[config.mk]
export PLATFORM = sky130hd
export DESIGN_NAME = stepper_halfstep_door_drive
export DESIGN_NICKNAME = d
export VERILOG_FILES = /design/src/hw/rtl/shd_pkg.sv /design/src/hw/rtl/stepper_halfstep_door_drive.sv /design/src/hw/rtl/shd_seq.sv
export SDC_FILE = /design/constraint.sdc
export NUM_CORES = 1
export LEC_CHECK = 0
export BUFFER_PORTS_ARGS = -buffer_cell sky130_fd_sc_hd__buf_2
export CAP_MARGIN = 15
export CORE_ASPECT_RATIO = 2
export CORE_MARGIN = 3
export CORE_UTILIZATION = 57
export DETAILED_ROUTE_END_ITERATION = 8
export PLACE_DENSITY = 0.78
export SLEW_MARGIN = 0
export SYNTH_ARGS = -nofsm -noshare
export SYNTH_HDL_FRONTEND = slang
export SYNTH_SLANG_ARGS = --single-unit
[constraint.sdc]
create_clock -name clk -period 3.56 [get_ports clk]
set_input_delay 0.178 -clock clk [delete_from_list [all_inputs] [get_ports clk]]
set_output_delay 0.178 -clock clk [all_outputs]
set_load 0.05 [all_outputs]
[src/hw/rtl/shd_pkg.sv]
`timescale 1ns / 1ps
`default_nettype none

package shd_pkg;

    // Opcodes of an input request.
    localparam logic [1:0] OP_TICK  = 2'd0;
    localparam logic [1:0] OP_OPEN  = 2'd1;
    localparam logic [1:0] OP_CLOSE = 2'd2;
    localparam logic [1:0] OP_QUERY = 2'd3;

    // Run modes.
    localparam logic [1:0] MODE_IDLE    = 2'd0;
    localparam logic [1:0] MODE_OPENING = 2'd1;
    localparam logic [1:0] MODE_CLOSING = 2'd2;

    // Configuration register indexes.
    localparam int unsigned CFG_IDX_W = 3;
    localparam logic [CFG_IDX_W-1:0] CFG_FULL_DURATION   = 3'd0;
    localparam logic [CFG_IDX_W-1:0] CFG_REVOLUTION_LIM  = 3'd1;
    localparam logic [CFG_IDX_W-1:0] CFG_STEPS_PER_REV   = 3'd2;
    localparam logic [CFG_IDX_W-1:0] CFG_OPEN_CLOCKWISE  = 3'd3;
    localparam logic [CFG_IDX_W-1:0] CFG_CLOSE_CLOCKWISE = 3'd4;
    localparam logic [CFG_IDX_W-1:0] CFG_PHASE_TABLE     = 3'd5;

    localparam int unsigned CFG_DATA_W = 32;

    // Register reset values.
    localparam logic [9:0]  RST_FULL_DURATION  = 10'd60;
    localparam logic [7:0]  RST_REVOLUTION_LIM = 8'd12;
    localparam logic [15:0] RST_STEPS_PER_REV  = 16'd4096;
    localparam logic        RST_OPEN_CW        = 1'b0;
    localparam logic        RST_CLOSE_CW       = 1'b1;
    localparam logic [31:0] RST_PHASE_TABLE    = 32'h913264C8;

    localparam logic [9:0]  DURATION_MAX      = 10'd1000;
    localparam logic [9:0]  DURATION_FALLBACK = 10'd60;

    // The stop input is polled every POLL_EVERY steps of a revolution.
    localparam logic [6:0]  POLL_LAST = 7'd123;

    // 2^24 / 49.152, rounded up; exact floor for every duration up to 1000.
    localparam logic [18:0] DELAY_RECIP = 19'd341334;

    typedef struct packed {
        logic [1:0] opcode;
        logic       stop_level;
    } in_item_t;

    typedef struct packed {
        logic [3:0] coil_pattern;
        logic       busy_res;
        logic       accepted;
        logic       done_res;
        logic       stopped_early;
    } out_item_t;

    typedef struct packed {
        logic [7:0]  revolution_limit;
        logic [15:0] steps_per_revolution;
        logic        open_clockwise;
        logic        close_clockwise;
        logic [31:0] phase_table;
        logic [4:0]  delay_m1;
    } cfg_t;

    // Step delay in milliseconds minus one: max(1, floor(d * 1000 / 49152)) - 1.
    function automatic logic [4:0] delay_m1(input logic [9:0] duration);
        logic [9:0]  d;
        logic [28:0] prod;
        logic [4:0]  ms;
        d    = (duration > DURATION_MAX) ? DURATION_FALLBACK : duration;
        prod = {19'd0, d} * {10'd0, DELAY_RECIP};
        ms   = prod[28:24];
        if (ms == 5'd0)
        begin
            ms = 5'd1;
        end
        return ms - 5'd1;
    endfunction

    localparam logic [4:0] RST_DELAY_M1 = delay_m1(RST_FULL_DURATION);

endpackage

`default_nettype wire

[src/hw/rtl/stepper_halfstep_door_drive.sv]
`timescale 1ns / 1ps
`default_nettype none
// Requests pass the input register, then the result register, one request per cycle while
// no held-off result backs them up. The input register feeds the sequencer state update,
// which loads the result register, and both advance whenever the result register frees up.
// Reset (rst_n, asynchronous, active low) empties both stages, turns the coils off, leaves
// the drive idle and loads the configuration registers with their default values.

module stepper_halfstep_door_drive
    import shd_pkg::*;
(
    input  wire logic                  clk,
    input  wire logic                  rst_n,
    input  wire logic                  in_valid,
    output logic                       in_stall,
    input  wire in_item_t              in_item,
    output logic                       out_valid,
    input  wire logic                  out_stall,
    output out_item_t                  out_item,
    input  wire logic                  cfg_we,
    input  wire logic [CFG_IDX_W-1:0]  cfg_index,
    input  wire logic [CFG_DATA_W-1:0] cfg_data
);

    logic [7:0]  rev_lim_reg;
    logic [15:0] spr_reg;
    logic        open_cw_reg;
    logic        close_cw_reg;
    logic [31:0] phase_table_reg;
    logic [4:0]  delay_m1_reg;

    logic        s1_valid_reg;
    in_item_t    s1_item_reg;
    logic        out_valid_reg;
    out_item_t   out_item_reg;

    logic        out_free;
    logic        s1_advance;
    logic        in_take;
    cfg_t        cfg;
    out_item_t   seq_res;

    always_ff @(posedge clk or negedge rst_n)
    begin
        if (!rst_n)
        begin
            rev_lim_reg     <= RST_REVOLUTION_LIM;
            spr_reg         <= RST_STEPS_PER_REV;
            open_cw_reg     <= RST_OPEN_CW;
            close_cw_reg    <= RST_CLOSE_CW;
            phase_table_reg <= RST_PHASE_TABLE;
            delay_m1_reg    <= RST_DELAY_M1;
        end
        else if (cfg_we)
        begin
            case (cfg_index)
                CFG_FULL_DURATION:   delay_m1_reg    <= delay_m1(cfg_data[9:0]);
                CFG_REVOLUTION_LIM:  rev_lim_reg     <= cfg_data[7:0];
                CFG_STEPS_PER_REV:   spr_reg         <= cfg_data[15:0];
                CFG_OPEN_CLOCKWISE:  open_cw_reg     <= cfg_data[0];
                CFG_CLOSE_CLOCKWISE: close_cw_reg    <= cfg_data[0];
                CFG_PHASE_TABLE:     phase_table_reg <= cfg_data;
                default:             ;
            endcase
        end
    end

    always_comb
    begin
        cfg.revolution_limit     = rev_lim_reg;
        cfg.steps_per_revolution = spr_reg;
        cfg.open_clockwise       = open_cw_reg;
        cfg.close_clockwise      = close_cw_reg;
        cfg.phase_table          = phase_table_reg;
        cfg.delay_m1             = delay_m1_reg;
    end

    assign out_free   = !out_valid_reg || !out_stall;
    assign s1_advance = s1_valid_reg && out_free;
    assign in_stall   = s1_valid_reg && !out_free;
    assign in_take    = in_valid && !in_stall;

    always_ff @(posedge clk or negedge rst_n)
    begin
        if (!rst_n)
        begin
            s1_valid_reg <= 1'b0;
        end
        else if (in_take)
        begin
            s1_valid_reg <= 1'b1;
        end
        else if (s1_advance)
        begin
            s1_valid_reg <= 1'b0;
        end
    end

    always_ff @(posedge clk)
    begin
        if (in_take)
        begin
            s1_item_reg <= in_item;
        end
    end

    shd_seq u_seq
    (
        .clk     (clk),
        .rst_n   (rst_n),
        .step_en (s1_advance),
        .item    (s1_item_reg),
        .cfg     (cfg),
        .res     (seq_res)
    );

    always_ff @(posedge clk or negedge rst_n)
    begin
        if (!rst_n)
        begin
            out_valid_reg <= 1'b0;
        end
        else if (out_free)
        begin
            out_valid_reg <= s1_valid_reg;
        end
    end

    always_ff @(posedge clk)
    begin
        if (s1_advance)
        begin
            out_item_reg <= seq_res;
        end
    end

    assign out_valid = out_valid_reg;
    assign out_item  = out_item_reg;

endmodule

`default_nettype wire

[src/hw/rtl/shd_seq.sv]
`timescale 1ns / 1ps
`default_nettype none

module shd_seq
    import shd_pkg::*;
(
    input  wire logic      clk,
    input  wire logic      rst_n,
    input  wire logic      step_en,
    input  wire in_item_t  item,
    input  wire cfg_t      cfg,
    output out_item_t      res
);

    logic [2:0]  phase_reg, phase_next;
    logic        turn_cw_reg, turn_cw_next;
    logic [1:0]  mode_reg, mode_next;
    logic        pending_reg, pending_next;
    logic [15:0] step_reg, step_next;
    logic [6:0]  poll_reg, poll_next;
    logic [7:0]  revs_reg, revs_next;
    logic [4:0]  delay_left_reg, delay_left_next;
    logic [3:0]  coil_reg, coil_next;

    logic [16:0] step_inc;
    logic        acc;
    logic        done;
    logic        early;

    assign step_inc = {1'b0, step_reg} + 17'd1;

    always_comb
    begin
        phase_next      = phase_reg;
        turn_cw_next    = turn_cw_reg;
        mode_next       = mode_reg;
        pending_next    = pending_reg;
        step_next       = step_reg;
        poll_next       = poll_reg;
        revs_next       = revs_reg;
        delay_left_next = delay_left_reg;
        coil_next       = coil_reg;
        acc             = 1'b0;
        done            = 1'b0;
        early           = 1'b0;

        case (item.opcode)
            OP_OPEN, OP_CLOSE:
            begin
                if (mode_reg == MODE_IDLE)
                begin
                    turn_cw_next    = (item.opcode == OP_OPEN) ? cfg.open_clockwise
                                                               : cfg.close_clockwise;
                    mode_next       = (item.opcode == OP_OPEN) ? MODE_OPENING : MODE_CLOSING;
                    pending_next    = 1'b1;
                    step_next       = 16'd0;
                    poll_next       = 7'd0;
                    revs_next       = 8'd0;
                    delay_left_next = 5'd0;
                    acc             = 1'b1;
                end
            end
            OP_QUERY:
            begin
                if (!pending_reg)
                begin
                    done = 1'b1;
                end
                else if (mode_reg == MODE_IDLE)
                begin
                    pending_next = 1'b0;
                    done         = 1'b1;
                end
            end
            default:
            begin
                if (mode_reg != MODE_IDLE)
                begin
                    if (delay_left_reg != 5'd0)
                    begin
                        delay_left_next = delay_left_reg - 5'd1;
                    end
                    else if (revs_reg >= cfg.revolution_limit ||
                             cfg.steps_per_revolution == 16'd0)
                    begin
                        mode_next       = MODE_IDLE;
                        delay_left_next = 5'd0;
                    end
                    else
                    begin
                        // The coils show the pattern of the phase before it moves.
                        coil_next  = cfg.phase_table[{phase_reg, 2'b00} +: 4];
                        phase_next = turn_cw_reg ? phase_reg - 3'd1 : phase_reg + 3'd1;
                        if (poll_reg == 7'd0 && item.stop_level)
                        begin
                            early           = 1'b1;
                            mode_next       = MODE_IDLE;
                            delay_left_next = 5'd0;
                        end
                        else
                        begin
                            if (step_inc >= {1'b0, cfg.steps_per_revolution})
                            begin
                                step_next = 16'd0;
                                poll_next = 7'd0;
                                revs_next = revs_reg + 8'd1;
                            end
                            else
                            begin
                                step_next = step_inc[15:0];
                                poll_next = (poll_reg == POLL_LAST) ? 7'd0 : poll_reg + 7'd1;
                            end
                            delay_left_next = cfg.delay_m1;
                        end
                    end
                end
            end
        endcase
    end

    always_ff @(posedge clk or negedge rst_n)
    begin
        if (!rst_n)
        begin
            phase_reg      <= 3'd0;
            turn_cw_reg    <= 1'b0;
            mode_reg       <= MODE_IDLE;
            pending_reg    <= 1'b0;
            step_reg       <= 16'd0;
            poll_reg       <= 7'd0;
            revs_reg       <= 8'd0;
            delay_left_reg <= 5'd0;
            coil_reg       <= 4'd0;
        end
        else if (step_en)
        begin
            phase_reg      <= phase_next;
            turn_cw_reg    <= turn_cw_next;
            mode_reg       <= mode_next;
            pending_reg    <= pending_next;
            step_reg       <= step_next;
            poll_reg       <= poll_next;
            revs_reg       <= revs_next;
            delay_left_reg <= delay_left_next;
            coil_reg       <= coil_next;
        end
    end

    always_comb
    begin
        res.coil_pattern  = coil_next;
        res.busy_res      = (mode_next != MODE_IDLE);
        res.accepted      = acc;
        res.done_res      = done;
        res.stopped_early = early;
    end

endmodule

`default_nettype wire

==> results.md, run 1 <==
- Status: finished, violations left
- Violated checks: negative setup slack
- Fraction of layout cells with a size suffix above 1: 33.1%
- Post-route DRC violation count: 0
- Synth Cell Area: 9460 um^2
- Layout Cell Area excl Fill: 12,300 um^2
- Critical Path Fanout Max: 3
- Syn Area/Cell: 10.1 um^2
- Slowest-stage cell, CP: fa_2
- Worst Tran Pin Value: 0.766 ns
- Final worst slack: -2.00 ns
- IO Count: 53
- WL final: 29,400 um
- Number of flip-flops in the largest register: 32
- Die Y: 188 um
- Vias in the first global route: 9,067
- Final core occ: 75.5%
- Final global-route overflow total: 0
- Max_cap viols: 0
- Peak VDD IR: 0.000436 V
- Worst hold margin: 0.00574 ns
- Setup TNS Final: -9.48 ns
- Core ar.: 16,300 um^2
- Sequential area share after synthesis: 33.3%
- GPL Wtd Cong: 1.07
- Combinational share of power: 56.9%
- Final setup viols: 5
- Data required time of the worst path: 3.91 ns
- Total CTS buffers: 17
- Non-Filler Instances: 1,358
- Post-synth EDFFs: 11
- Port Buf Inserts: 52
- Synth warnings: 0
- WP data arrival: 5.91 ns
- DR WL/cell: 21.7 um
- Fin crit share: 156%
- Iter 0 DRT Violations: 559
- Clock share of power: 19.4%
- H-Tree Depth: 4
- Clk_lat worst skew: 0.43 ns
- Final Hold Fails: 0
- Worst path bufs/invs: 6
- Die ar.: 18,300 um^2
- Clock Path Buffers: 2
- Vias per cell: 6.03
- Sequential Power Share: 23.7%
- Switching pwr: 3.51 mW
- Relative slew slack: 48.9%
- Initial core utilization: 58.2%
- CP top delay family: adder cells
- Placed Cells incl. Taps: 1,287
- Clk_skew: 0.0129 ns
- Reg clk slew, reported paths: 0.06 ns
- Initial antenna violation count: 0
- GRT Util Overall: 32.5%
- Min-Delay Path Class: input port to flop
- Unrepaired setup endpoints after global routing: yes
- CP startpoint kind: input port
- Ys flop type: dfrtp_1
- CP Class: input port to flop
- Post-Synthesis Cells: 940
- Post-place instance area: 11,100 um^2
- Max incr delay on CP: 0.63 ns
- Clk sinks: 123
- Die W: 97.1 um
- Pint: 5.12 mW
- CTS tree: yes
- Fmax: 0.180 GHz
- Global-route wire length before repair: 45,800 um
- Syn nets: 1,147
- Final net count: 1,348
- DRT Pass-1 Iters: 5
- Diode count: 0
- Root buffer selected by CTS: clkbuf_16
- Pwr/cell area: 703 nW/um^2
- Number of synthesized register bits: 123
- FP Rows: 66
- Switching share of power: 40.6%
- Slew Limit Fails: 0
- Async SR Flop Fraction: 91.1%
- Via count: 8,193
- Largest net degree at the start of global routing: 62
- Pleak: 5.80 nW
- Area grow syn2layout: 29.8%
- Post-synth cell types: 68
- Crit path time final: 5.56 ns
- HPWL after DPL: 21,400 um
- Worst Setup End Kind: flop
- Post-route ant nets: 0
-- kinds of logic after synthesis --
family / share of synthesized area, %
XOR/XNOR: 2.68
AO/OA/AOI/OAI: 11.7
multiplexers: 7.95
buffers and inverters: 5.36
flip-flops: 33.3
adder cells (fa/ha/maj): 25.3
AND/OR/NAND/NOR: 13.7
-- final timing paths --
path	from	slack, ns	depth (start not counted)	end
min reg2reg	u_seq.delay_left_reg[2]	0.50	1	u_seq.delay_left_reg[2]
max	cfg_data[4]	-2.00	25	delay_m1_reg[2]
max reg2reg	u_seq.step_reg[3]	0.04	13	u_seq.revs_reg[6]
min	cfg_data[28]	0.006	2	phase_table_reg[28]
max in group asynchronous	rst_n	2.24	3	rev_lim_reg[2]
min in group asynchronous	rst_n	0.38	2	phase_table_reg[29]
-- final cells by class --
class                           instances  area (um^2)
Clock buffer                           18          429
Clock inverter                         14          138
Fill cell                            1018         3990
Inverter                              110          419
Multi-Input combinational cell        683         6350
Sequential cell                       123         3150
Tap cell                              204          255
Timing Repair Buffer                  206         1540
-- metal layers --
metal / share of wire, % / track usage (%) / vias up
li1: - / - / 3703
met1: 30 / 28.2 / 4034
met2: 55 / 59.8 / 301
met3: 4.6 / 6.52 / 155
met4: 10 / 30.7 / 0
met5: 0 / 0 / -
-- layout by cell type, fill, tap and decap left out, types with 8 or more instances in the layout --
master	netlist	layout
dfstp_2	16	16
mux2_2	49	49
buf_6	0	13
and3_1	10	8
clkbuf_16	0	17
o31ai_1	9	8
edfxtp_1	11	11
xor2_1	11	10
mux4_2	8	8
and2_1	14	11
nand3_1	25	23
fa_1	45	37
nand4_1	14	14
ha_4	0	21
buf_4	0	128
a21oi_1	37	32
inv_1	109	101
a21o_1	13	13
nor3_1	12	11
o21ai_0	55	46
nor2_1	37	33
o21ai_1	19	25
dlygate4sd3_1	0	21
dfrtp_1	96	95
xnor2_1	18	15
nand2b_1	11	8
ha_1	119	96
buf_2	3	44
fa_2	0	8
nor4_1	10	9
nand2_1	80	78
-- power groups by stage --
| stage | registers (mW) | logic [mW] | clock network, mW |
|---|---|---|---|
| 2_1_floorplan | 1.99 | 2.89 | 0 |
| 4_1_cts | 2.03 | 4.62 | 1.68 |
| 3_3_place_gp | 2.02 | 4.22 | 0 |
| 6_report | 2.05 | 4.92 | 1.67 |
| 3_5_place_dp | 2.03 | 4.37 | 0 |
| 5_1_grt | 2.07 | 5.33 | 1.74 |
-- worst register-to-register path: cells and delay by family, from the launching register on --
kind	cells	cell delay, ns
adder cells (fa/ha/maj)	1	0.35
flip-flops	1	0.38
XOR/XNOR	1	0.10
buffers and inverters	1	0.17
AO/OA/AOI/OAI	3	0.61
AND/OR/NAND/NOR	7	1.85
-- what timing repair did --
item / in CTS / in global routing
endpoints found under the hold margin: 69 / 0
setup endpoints to repair: 5 / 22
resized for setup: 33 / 30
hold buffers: 21 / 0
buffers inserted: 7 / 11
pin swaps: 23 / 26
-- synthesized netlist by cell type, types with 14 or more instances --
master	count	area [um^2]
o21ai_0	55	275
fa_1	45	901
a21oi_1	37	185
nand3_1	25	125
nor2_1	37	139
nand4_1	14	87.6
nand2_1	80	300
dfrtp_1	96	2400
inv_1	109	409
and2_1	14	87.6
clkbuf_1	21	78.8
mux2_2	49	552
o21ai_1	19	95.1
ha_1	119	1490
dfstp_2	16	420
xnor2_1	18	158
-- metrics by stage --
stage | setup slack, ns | power (mW)
4_1_cts | -1.94 | 8.33
5_1_grt | -2.27 | 9.14
3_5_place_dp | -2.48 | 6.40
6_report | -2.00 | 8.63
3_3_place_gp | -2.35 | 6.24
2_1_floorplan | -1.87 | 4.88
No activity file was read; power rests on OpenSTA's default activity.
==> run 2, diff against run 1 <==
==> constraint.sdc (replaced) <==
create_clock -name clk -period 3.56 [get_ports clk]
set_input_delay 0.712 -clock clk [delete_from_list [all_inputs] [get_ports clk]]
set_output_delay 0.712 -clock clk [all_outputs]
set_load 0.05 [all_outputs]
==> results.md, run 2 (synthesis gave the netlist of run 1 again) <==
- Status: finished, violations left
- Violated checks: negative setup slack
- R2R depth: 13 (unchanged)
- Die Y: 188 um (unchanged)
- Vias per cell: 6.00 (-0.51%)
- Critical Path Fanout Max: 4 (+1)
- CP Class: input port to flop
- Core ar.: 16,300 um^2 (unchanged)
- Root buffer selected by CTS: clkbuf_16
- HPWL after DPL: 21,000 um (-1.6%)
- Total CTS buffers: 17 (unchanged)
- Fraction of layout cells with a size suffix above 1: 34.2% (+1.1 points)
- Setup TNS Final: -11.75 ns (-2.28 ns)
- Most frequent cells in the layout: buf_4 (124), inv_1 (99), dfrtp_1 (95), ha_1 (94), nand2_1 (76)
- Crit path time final: 6.01 ns (+0.448 ns)
- Fin crit share: 169% (+13 points)
- Clk_lat worst skew: 0.42 ns (about the same)
- Area grow syn2layout: 27.8%
- Worst hold margin: 0.327 ns (+0.321 ns)
- Peak VDD IR: 0.000418 V (-4.2%)
- Initial antenna violation count: 2 (+2)
- GPL Wtd Cong: 1.03 (-4.4%)
- Die ar.: 18,300 um^2 (unchanged)
- DRT Pass-1 Iters: 5 (unchanged)
- Clk_skew: 0.00795 ns (-0.00495 ns)
- Initial core utilization: 58.2% (unchanged)
- Final worst slack: -2.45 ns (-0.448 ns)
- Pwr/cell area: 718 nW/um^2 (+2.1%)
- Final global-route overflow total: 0 (unchanged)
- DR WL/cell: 21.1 um (-2.5%)
- Final setup viols: 5 (unchanged)
- Reg clk slew, reported paths: 0.05 ns (about the same)
- Fmax: 0.166 GHz (-7.4%)
- Tot Pwr: 8.68 mW (+0.55%)
- Final core occ: 74.3% (-1.2 points)
- WP data arrival: 6.29 ns (+0.38 ns)
- Final Hold Fails: 0 (unchanged)
- Commonest non-fill, non-tap cell in the layout: buf_4
- Min-Delay Path Class: input port to asynchronous set/reset pin
- Cts hold-fix bufs: 0 (-100%)
- Pleak: 5.67 nW (-2.2%)
- CP startpoint kind: input port
- Data required time of the worst path: 3.84 ns (-0.07 ns)
- Final net count: 1,317 (-2.3%)
- Worst Tran Pin Value: 0.696 ns (-0.0709 ns)
- WL final: 28,000 um (-4.7%)
- Relative slew slack: 53.3% (+4.4 points)
- Max incr delay on CP: 0.57 ns (-0.06 ns)
- Unrepaired setup endpoints after global routing: yes
- IO Count: 53 (unchanged)
- Slowest-stage cell, CP: fa_1
- FP Rows: 66 (unchanged)
- Max_cap viols: 0 (unchanged)
- CTS tree: yes
- Iter 0 DRT Violations: 412 (-26%)
- Worst Setup End Kind: flop
- Vias in the first global route: 8,811 (-2.8%)
- Pre-CTS setup slack: -3.02 ns (-0.541 ns)
- Number of flip-flops in the largest register: 32 (unchanged)
- Via count: 7,971 (-2.7%)
- Post-route ant nets: 0 (unchanged)
- GRT Util Overall: 30.8% (-1.7 points)
- Most frequent CP cell: buf_4
- Clock Path Buffers: 2 (unchanged)
- Largest net degree at the start of global routing: 64 (+3.2%)
- Slew Limit Fails: 0 (unchanged)
- Global-route wire length before repair: 43,500 um (-5.0%)
- R2r startpoint: u_seq.step_reg[3]
- Post-route DRC violation count: 0 (unchanged)
- Port Buf Inserts: 52 (unchanged)
- H-Tree Depth: 4 (unchanged)
- Crit. Startpoint: cfg_data[7]
- Die W: 97.1 um (unchanged)
- Clk sinks: 123 (unchanged)
[run 2: final timing paths]
check / endpoint / slack [ns]
setup / recovery: delay_m1_reg[3] / -2.45
max in group asynchronous: close_cw_reg / 2.41
min in group clk: s1_item_reg[2] / 0.47
hold reg to reg: out_valid / 0.49
hold / removal: phase_table_reg[25] / 0.33
setup reg to reg: u_seq.revs_reg[7] / 0.14
[run 2: routing by layer]
layer	vias up	routed length (um)	GRT usage (%)	share of wire (%)
li1	3646	-	-	-
met4	2	2800	27.2	10
met1	3868	8410	28.1	30
met5	-	11	0	0.039
met2	288	15400	56.5	55
met3	167	1440	5.67	5.1
[run 2: cell type report]
cell class | instances | area [um^2]
clock inverters | 15 | 180
inverters | 110 | 419
well taps | 204 | 255
fillers | 1045 | 4180
multi-input cells | 683 | 6410
clock buffers | 17 | 425
repair buffers | 175 | 1240
flip-flops and latches | 123 | 3150
diodes | 1 | 2.50
[run 2: repair_timing]
item,in CTS,in global routing
buffers inserted,7,4
resized for setup,37,37
setup endpoints to repair,5,15
pin swaps,21,22
endpoints found under the hold margin,0,0
[run 2: per-stage QoR]
step	std cells	instance area, um^2
after floorplan	940	9780
after detailed placement	1284	11100
final	1328	12100
after CTS	1323	11900
after global placement	1284	11100
after global routing	1328	12100
[run 2: where the power goes]
part,switching [mW],leakage [nW],internal (mW),total (mW)
registers,0.262,1.49,1.76,2.02
logic,2.51,3.90,2.37,4.87
clock network,0.629,0.285,1.15,1.78
[run 2: critical path, delay by kind of cell]
kind,cells,cell delay (ns)
AOI/OAI and AO/OA,6,0.90
adders and majority gates,6,2.23
buffers and inverters,9,1.07
muxes,1,0.14
and+or+nand+nor,4,1.23
